`src/hdl/shabs_pkg.sv`:
```
// Shared types, constants and helper functions of the byte-serial SHA-256 hasher.
// No dependencies; imported by shabs_core, sha256_byte_stream_hasher and the testbench.
`timescale 1ns / 1ps
package shabs_pkg;

	// Command codes carried on the input tuser
	localparam logic [1:0] CMD_DATA = 2'd0;
	localparam logic [1:0] CMD_LAST = 2'd1;
	localparam logic [1:0] CMD_END  = 2'd2;

	localparam int BLOCK_WORDS = 16;
	localparam int HASH_WORDS  = 8;
	localparam int ROUNDS      = 64;

	localparam logic [31:0] H_INIT [HASH_WORDS] = '{
		32'h6A09E667, 32'hBB67AE85, 32'h3C6EF372, 32'hA54FF53A,
		32'h510E527F, 32'h9B05688C, 32'h1F83D9AB, 32'h5BE0CD19
	};

	localparam logic [31:0] K_TAB [ROUNDS] = '{
		32'h428A2F98, 32'h71374491, 32'hB5C0FBCF, 32'hE9B5DBA5,
		32'h3956C25B, 32'h59F111F1, 32'h923F82A4, 32'hAB1C5ED5,
		32'hD807AA98, 32'h12835B01, 32'h243185BE, 32'h550C7DC3,
		32'h72BE5D74, 32'h80DEB1FE, 32'h9BDC06A7, 32'hC19BF174,
		32'hE49B69C1, 32'hEFBE4786, 32'h0FC19DC6, 32'h240CA1CC,
		32'h2DE92C6F, 32'h4A7484AA, 32'h5CB0A9DC, 32'h76F988DA,
		32'h983E5152, 32'hA831C66D, 32'hB00327C8, 32'hBF597FC7,
		32'hC6E00BF3, 32'hD5A79147, 32'h06CA6351, 32'h14292967,
		32'h27B70A85, 32'h2E1B2138, 32'h4D2C6DFC, 32'h53380D13,
		32'h650A7354, 32'h766A0ABB, 32'h81C2C92E, 32'h92722C85,
		32'hA2BFE8A1, 32'hA81A664B, 32'hC24B8B70, 32'hC76C51A3,
		32'hD192E819, 32'hD6990624, 32'hF40E3585, 32'h106AA070,
		32'h19A4C116, 32'h1E376C08, 32'h2748774C, 32'h34B0BCB5,
		32'h391C0CB3, 32'h4ED8AA4A, 32'h5B9CCA4F, 32'h682E6FF3,
		32'h748F82EE, 32'h78A5636F, 32'h84C87814, 32'h8CC70208,
		32'h90BEFFFA, 32'hA4506CEB, 32'hBEF9A3F7, 32'hC67178F2
	};

	// Control from the sequencer to the compression engine
	typedef struct packed {
		logic start;   // load block and working words, run 64 rounds
		logic init;    // return hash words to the initial values
	} shabs_ctl_t;

	// Status from the compression engine
	typedef struct packed {
		logic done;    // feed-forward add happens at this edge
	} shabs_sts_t;

	function automatic logic [31:0] rotr(input logic [31:0] x, input int n);
		return (x >> n) | (x << (32 - n));
	endfunction

	function automatic logic [31:0] big_sig0(input logic [31:0] x);
		return rotr(x, 2) ^ rotr(x, 13) ^ rotr(x, 22);
	endfunction

	function automatic logic [31:0] big_sig1(input logic [31:0] x);
		return rotr(x, 6) ^ rotr(x, 11) ^ rotr(x, 25);
	endfunction

	function automatic logic [31:0] sml_sig0(input logic [31:0] x);
		return rotr(x, 7) ^ rotr(x, 18) ^ (x >> 3);
	endfunction

	function automatic logic [31:0] sml_sig1(input logic [31:0] x);
		return rotr(x, 17) ^ rotr(x, 19) ^ (x >> 10);
	endfunction

endpackage

```
`src/hdl/shabs_core.sv`:
```
// SHA-256 compression engine: one round per cycle over a rolling 16-word schedule.
// Depends on shabs_pkg (round constants, initial hash, sigma functions, control types).
`timescale 1ns / 1ps
module shabs_core
	import shabs_pkg::*;
(
	input  logic                   clk,
	input  logic                   arst_n,
	input  shabs_ctl_t             ctl,
	input  logic [15:0][31:0]      blk,
	output shabs_sts_t             sts,
	output logic [7:0][31:0]       hash
);

	localparam logic [1:0] C_IDLE = 2'd0;
	localparam logic [1:0] C_RND  = 2'd1;
	localparam logic [1:0] C_ADD  = 2'd2;

	logic [1:0]        state_q;
	logic [5:0]        rnd_q;
	logic [15:0][31:0] w_q;
	logic [31:0]       a_q, b_q, c_q, d_q, e_q, f_q, g_q, h_q;
	logic [7:0][31:0]  hw_q;

	logic [31:0] t1, t2, w_new;

	always_comb begin
		t1 = h_q + big_sig1(e_q) + ((e_q & f_q) ^ (~e_q & g_q)) + K_TAB[rnd_q] + w_q[0];
		t2 = big_sig0(a_q) + ((a_q & b_q) ^ (a_q & c_q) ^ (b_q & c_q));
		w_new = w_q[0] + sml_sig0(w_q[1]) + w_q[9] + sml_sig1(w_q[14]);
	end

	always_ff @(posedge clk or negedge arst_n) begin
		if (!arst_n) begin
			state_q <= C_IDLE;
			rnd_q   <= '0;
			for (int i = 0; i < HASH_WORDS; i++) begin
				hw_q[i] <= H_INIT[i];
			end
		end else begin
			case (state_q)
				C_IDLE: begin
					if (ctl.start) begin
						state_q <= C_RND;
						rnd_q   <= '0;
					end
					if (ctl.init) begin
						for (int i = 0; i < HASH_WORDS; i++) begin
							hw_q[i] <= H_INIT[i];
						end
					end
				end
				C_RND: begin
					rnd_q <= rnd_q + 6'd1;
					if (rnd_q == 6'(ROUNDS - 1)) begin
						state_q <= C_ADD;
					end
				end
				C_ADD: begin
					// feed-forward add into the chaining words
					hw_q[0] <= hw_q[0] + a_q;
					hw_q[1] <= hw_q[1] + b_q;
					hw_q[2] <= hw_q[2] + c_q;
					hw_q[3] <= hw_q[3] + d_q;
					hw_q[4] <= hw_q[4] + e_q;
					hw_q[5] <= hw_q[5] + f_q;
					hw_q[6] <= hw_q[6] + g_q;
					hw_q[7] <= hw_q[7] + h_q;
					state_q <= C_IDLE;
				end
				default: begin
					state_q <= C_IDLE;
				end
			endcase
		end
	end

	// working words and schedule window carry no reset
	always_ff @(posedge clk) begin
		if (state_q == C_IDLE && ctl.start) begin
			w_q <= blk;
			a_q <= hw_q[0];
			b_q <= hw_q[1];
			c_q <= hw_q[2];
			d_q <= hw_q[3];
			e_q <= hw_q[4];
			f_q <= hw_q[5];
			g_q <= hw_q[6];
			h_q <= hw_q[7];
		end else if (state_q == C_RND) begin
			h_q <= g_q;
			g_q <= f_q;
			f_q <= e_q;
			e_q <= d_q + t1;
			d_q <= c_q;
			c_q <= b_q;
			b_q <= a_q;
			a_q <= t1 + t2;
			for (int i = 0; i < BLOCK_WORDS - 1; i++) begin
				w_q[i] <= w_q[i + 1];
			end
			w_q[BLOCK_WORDS - 1] <= w_new;
		end
	end

	assign sts.done = (state_q == C_ADD);
	assign hash     = hw_q;

endmodule

```
`config.mk`:
```
export PLATFORM = sky130hd
export DESIGN_NAME = shabs_core
export DESIGN_NICKNAME = d
export VERILOG_FILES = /design/src/hdl/shabs_pkg.sv /design/src/hdl/shabs_core.sv
export SDC_FILE = /design/constraint.sdc
export NUM_CORES = 2
export LEC_CHECK = 0
export BUFFER_PORTS_ARGS = -buffer_cell sky130_fd_sc_hd__buf_2
export CAP_MARGIN = 20
export CELL_PAD_IN_SITES_DETAIL_PLACEMENT = 1
export CELL_PAD_IN_SITES_GLOBAL_PLACEMENT = 1
export CORE_MARGIN = 3
export CORE_UTILIZATION = 46
export CTS_CLUSTER_SIZE = 14
export DETAILED_ROUTE_END_ITERATION = 8
export PLACE_DENSITY_LB_ADDON = 0.1
export RECOVER_POWER = 25
export SYNTH_ARGS = -nofsm -noshare
export SYNTH_HDL_FRONTEND = slang
export SYNTH_SLANG_ARGS = --single-unit
```
`constraint.sdc`:
```
create_clock -name clk -period 27.1 [get_ports clk]
set_input_delay 1.355 -clock clk [delete_from_list [all_inputs] [get_ports clk]]
set_output_delay 1.355 -clock clk [all_outputs]
set_load 0.01 [all_outputs]
```
=== Word level (Yosys, flattened, before mapping) ===
Memory sizes are Yosys's and may differ from the RTL's.
Cells that the tools add are included.

* Add/subtract/negate cells: 19
* Magnitude comparators: 1
* Eq/ne operators: 6
* Mux-type cells: 27
* Bitwise operators: 28
* Reductions and logical operators: 8

{| class="wikitable"
|+ Operators by type and width
! operator !! count
|-
| two-way mux 512 bit || 2
|-
| adder 32 bit || 18
|-
| two-way mux 32 bit || 18
|-
| one-hot mux 256 bit (2 select lines) || 1
|-
| XOR 32 bit || 9
|-
| two-way mux 256 bit || 1
|-
| AND 32 bit || 5
|-
| NOT 32 bit || 1
|-
| bitwise OR 10 x 32 -> 32 bit || 1
|-
| bitwise OR 13 x 32 -> 32 bit || 1
|-
| bitwise OR 14 x 32 -> 32 bit || 1
|-
| bitwise OR 15 x 32 -> 32 bit || 1
|-
| bitwise OR 19 x 32 -> 32 bit || 1
|-
| bitwise OR 21 x 32 -> 32 bit || 1
|-
| bitwise OR 25 x 32 -> 32 bit || 1
|-
| bitwise OR 26 x 32 -> 32 bit || 1
|-
| bitwise OR 30 x 32 -> 32 bit || 1
|-
| bitwise OR 7 x 32 -> 32 bit || 1
|-
| XOR 32 x 22 -> 32 bit || 1
|-
| XOR 32 x 29 -> 32 bit || 1
|-
| one-hot mux 6 bit (2 select lines) || 1
|-
| greater-or-equal comparator 7 bit (second input constant) || 1
|-
| NOT 6 -> 7 bit || 1
|-
| adder 6 x 1 -> 6 bit (second input constant) || 1
|-
| 11 further kinds || 18
|}

* Flip-flop bits (word level): 1032
* ROM bits: 2048
* Input port bits: 516
* Output and inout port bits: 257
* Word-level logic and storage cells: 124
* Memories kept: 1

{| class="wikitable"
|+ Memory list
! name !! words !! bits a word !! read ports !! clocked after memory_dff !! write ports !! line !! source
|-
| (no name shown) || 64 || 32 || 1 || 0 || 0 || shabs_core.sv:28 || <nowiki>t1 = h_q + big_sig1(e_q) + ((e_q & f_q) ^ (~e_q & g_q)) + K_TAB[rnd_q] + w_q[0];</nowiki>
|}

=== Depth between registers and ports, before layout ===
* Word-level depth: 10
* Gate-level depth with buffers: 37
* Depth with buffers taken out: 35

=== Least setup slack after synthesis ===
No wires, ideal clock.

* Kind: input -> register
* Start point: input port ctl[1] (netlist bit)
* End point: register a_q[0] (enable)
* Setup time: 5.332 ns
* Arrival: 14.695 ns
* Data required time: 21.768 ns
* Slack: 7.073 ns
* Stages on the path: 5
* Buffers on the path: 3
* Cell sequence: nand2_1 > clkbuf_1 > clkbuf_1 > clkbuf_1 > nand2_1

* Longest elaborated chain between the ends: 2

{| class="wikitable"
|+ Ends and longest elaborated chain
! what !! line !! source
|-
| start: declaration || shabs_core.sv:9 || <nowiki>input shabs_ctl_t ctl,</nowiki>
|-
| logical AND 1 bit || shabs_core.sv:80 || <nowiki>if (state_q == C_IDLE && ctl.start) begin</nowiki>
|-
| nonzero test 2 bit (no line) || -- ||
|-
| end signal: assignment || shabs_core.sv:82 || <nowiki>a_q <= hw_q[0];</nowiki>
|-
| end signal: assignment || shabs_core.sv:98 || <nowiki>a_q <= t1 + t2;</nowiki>
|-
| end: declaration || shabs_core.sv:22 || <nowiki>logic [31:0] a_q, b_q, c_q, d_q, e_q, f_q, g_q, h_q;</nowiki>
|}

No other way between the ends.
A chain may end at the register's enable or synchronous reset.

=== Final worst setup path ===
* Start point: input port ctl[1] (netlist bit)
* End point: register w_q[40] (netlist bit), data pin

* Longest elaborated chain between the ends: 2

{| class="wikitable"
|+ Ends and longest elaborated chain
! what !! line !! source
|-
| logical AND 1 bit || shabs_core.sv:80 ||
|-
| two-way mux 512 bit || shabs_core.sv:80 ||
|-
| end signal: assignment || shabs_core.sv:81 || <nowiki>w_q <= blk;</nowiki>
|-
| end signal: indexed assignment || shabs_core.sv:100 || <nowiki>w_q[i] <= w_q[i + 1];</nowiki>
|-
| end signal: indexed assignment || shabs_core.sv:102 || <nowiki>w_q[BLOCK_WORDS - 1] <= w_new;</nowiki>
|-
| end: declaration || shabs_core.sv:21 || <nowiki>logic [15:0][31:0] w_q;</nowiki>
|}

No other way between the ends.

==> results.cfg <==
[place]
portBuffers = 772
place_congestion = 0.997
dpl.hpwl_mm = 230

[timing]
layout_min_cycle_time_ns = 12.15
relSlewSlack_pct = -493
fmax_ghz = 0.0823
final.setup.tns_ns = 0
rsz0062_at_grt = no
post-route-period-util_pct = 44.8
skew_ns = 0.0730
hold_violations = 0
worst_pin_slew_ns = 8.90
slew_violations = 1020
setup_violations = 0

[synthesis]
yosysTopAreaCellShare_pct = 32.8
synth_cells = 7860
synth.area.top_cells = edfxtp_1 33%, nand2_1 12%, ha_1 7.0%
async_flop_share_pct = 25.6
synth_seq_area_share_pct = 42.4
synth_area_sq_um = 70400
synth.distinct_cells = 95
synth_commonest_cells = 2335 x nand2_1, 768 x edfxtp_1, 501 x a21oi_1
ys_warn_count = 0
syn_area_per_cell_sq_um = 8.95
synth_nets = 8968
synth-main-ff-cell = edfxtp_1
synth_edf_count = 768
synth_top_area_cell = edfxtp_1
yosysMostFrequentCell = nand2_1
synth_seq_cells = 1032

[clock_tree]
cts_setup_buffers = 0
htreeDepth = 3
cts-buffers-inserted = 119
clockRootBuffer = clkbuf_16
clk_pin_slew_ns = 0.06
cts_hold_buf = 0
insertion_delay_ns = 0.78
cts.repair.resized = 0
cts_tree = built
cts.sinks = 1032
clock_path_buffers = 3

[worst_setup_path]
cp_top_family = buffers and inverters
end_kind = register
max_stage_delay_ns = 6.27
cp-start-kind = input port
cpMostUsedCell = nand2_1
crit_type = input port to register
cp_cell_sequence = buf_2, nand2_1, clkbuf_1, buf_4, buf_4, nand2_1, nand2_1
cp.buffers_inverters = 4
cp_slowest_cell = clkbuf_1
critPathArrivalTime_ns = 12.68
crit_fanout = 160
required_ns = 27.63

[job]
cap_violations = 12

[floorplan]
die_h_um = 397
io_pins = 773
die_w_um = 397
die_area_sq_um = 158000
initial_utilization_pct = 46.7
coreArea_sq_um = 151000
num_rows = 142

[route]
dr.pass1.iters = 6
vias = 62162
drt_drc_violations_left = 0
wl_per_cell_um = 28.4
antenna_left = 0
initialDrtViolationCount = 6032
viasPerCell = 5.88
routed_wl_mm = 301

[global_route]
grt_max_degree = 207
gr-total-overflow = 0
antenna_found_initial = 47
grt_pass1_wl_mm = 430
first_global_vias = 62837
track_usage_pct = 37.0

[layout]
area_growth_pct = 13.0
final.fill_count = 17805
drive_above_1_share_pct = 12.5
nets = 9537

[status]
violations = capacitance limit, slew limit
outcome = finished with violations

[min_path]
hold_path_class = register to register
worst register-to-register path, cell delays in order (launching register included):
cell	delay, ns
dfrtp_1	0.45
nor2_1	0.16
and2_0	3.24
clkbuf_1	5.75
buf_4	1.75
nand2_1	0.42
nand2_1	0.14
final cells by class:
class / count / area [sq um] / area share [%]
multi-input cells: 5980 / 37400 / 47.0
flip-flops and latches: 1032 / 29800 / 37.5
repair buffers: 817 / 4060 / 5.10
clock buffers: 164 / 3290 / 4.13
well taps: 2016 / 2520 / 3.17
inverters: 479 / 1800 / 2.27
clock inverters: 58 / 581 / 0.730
diodes: 28 / 70.1 / 0.0881
per-layer routing:
| metal | vias up | share of wire [%] | track usage [%] |
|---|---|---|---|
| li1 | 27851 | - | - |
| met1 | 31413 | 42 | 50.8 |
| met2 | 2347 | 45 | 57.8 |
| met3 | 535 | 7.6 | 6.84 |
| met4 | 16 | 4.7 | 14.9 |
| met5 | - | 0.077 | 0.585 |
registers in the layout, indices dropped and copies added (netlist names), 6 cells and up:
signal  flops
c_q        32
b_q        32
hash      256
e_q        32
h_q        32
d_q        32
w_q       512
f_q        32
a_q        32
rnd_q       6
g_q        32
metrics by stage:
stage / util, % / cells / worst slack, ns / instance area [sq um] / hold slack [ns]
3_3_place_gp: 50.3 / 10324 / 18.12 / 75800 / 0.493
2_1_floorplan: - / 7860 / 7.07 / 70400 / 0.491
4_1_cts: 52.8 / 10546 / 18.07 / 79700 / 0.500
6_report: 52.7 / 10574 / 14.95 / 79500 / 0.507
5_1_grt: 52.7 / 10572 / 13.54 / 79500 / 0.533
3_5_place_dp: 50.3 / 10324 / 18.12 / 75800 / 0.501
cells in the final DEF (no fill, tap or decap), types with 41 or more instances in the layout:
| cell type | synthesis | layout |
|---|---|---|
| nand2_1 | 2335 | 2335 |
| edfxtp_1 | 768 | 768 |
| buf_2 | 0 | 654 |
| a21oi_1 | 501 | 501 |
| inv_1 | 478 | 476 |
| ha_1 | 395 | 395 |
| nor2_1 | 392 | 392 |
| o21ai_0 | 377 | 377 |
| xnor2_1 | 302 | 302 |
| xor2_1 | 264 | 264 |
| fa_1 | 197 | 197 |
| a21o_1 | 196 | 196 |
| clkbuf_1 | 346 | 156 |
| dfstp_2 | 136 | 126 |
| dfrtp_1 | 128 | 125 |
| clkbuf_16 | 0 | 120 |
| nand3_1 | 75 | 75 |
| o21ai_1 | 66 | 66 |
| nand2b_1 | 65 | 64 |
| nor3_1 | 59 | 59 |
| o21a_1 | 59 | 59 |
| a211oi_1 | 49 | 49 |
| nor2b_1 | 42 | 42 |
| a31oi_1 | 42 | 42 |
| o211ai_1 | 41 | 41 |
| o21bai_1 | 41 | 41 |
cell families after synthesis:
kind of cell / count (synthesis) / synth area share, %
simple gates: 3146 / 18.2
compound gates: 1627 / 14.4
flops: 1032 / 42.4
buf+inv: 848 / 4.52
fa+ha+maj: 594 / 12.7
xor+xnor: 566 / 7.04
mux: 47 / 0.830
path summary, 6_finish.rpt:
| check | startpoint | endpoint | slack, ns | cells after the start |
|---|---|---|---|---|
| worst max-delay path | ctl[1] | w_q[40]$_DFFE_PP_ | 14.95 | 7 |
| worst min-delay path | w_q[422]$_DFFE_PP_ | w_q[390]$_DFFE_PP_ | 0.51 | 2 |
| worst max register to register | state_q[1]$_DFFE_PN0P_ | w_q[216]$_DFFE_PP_ | 15.11 | 6 |
| worst min register to register | w_q[422]$_DFFE_PP_ | w_q[390]$_DFFE_PP_ | 0.51 | 2 |
| max in group asynchronous | arst_n | hash[55]$_DFFE_PN0P_ | 15.14 | 2 |
| min in group asynchronous | arst_n | hash[149]$_DFFE_PN0P_ | 2.54 | 1 |
Power is not shown: default switching activity piles up to over one toggle a cycle in this logic, so the estimate is an artifact.
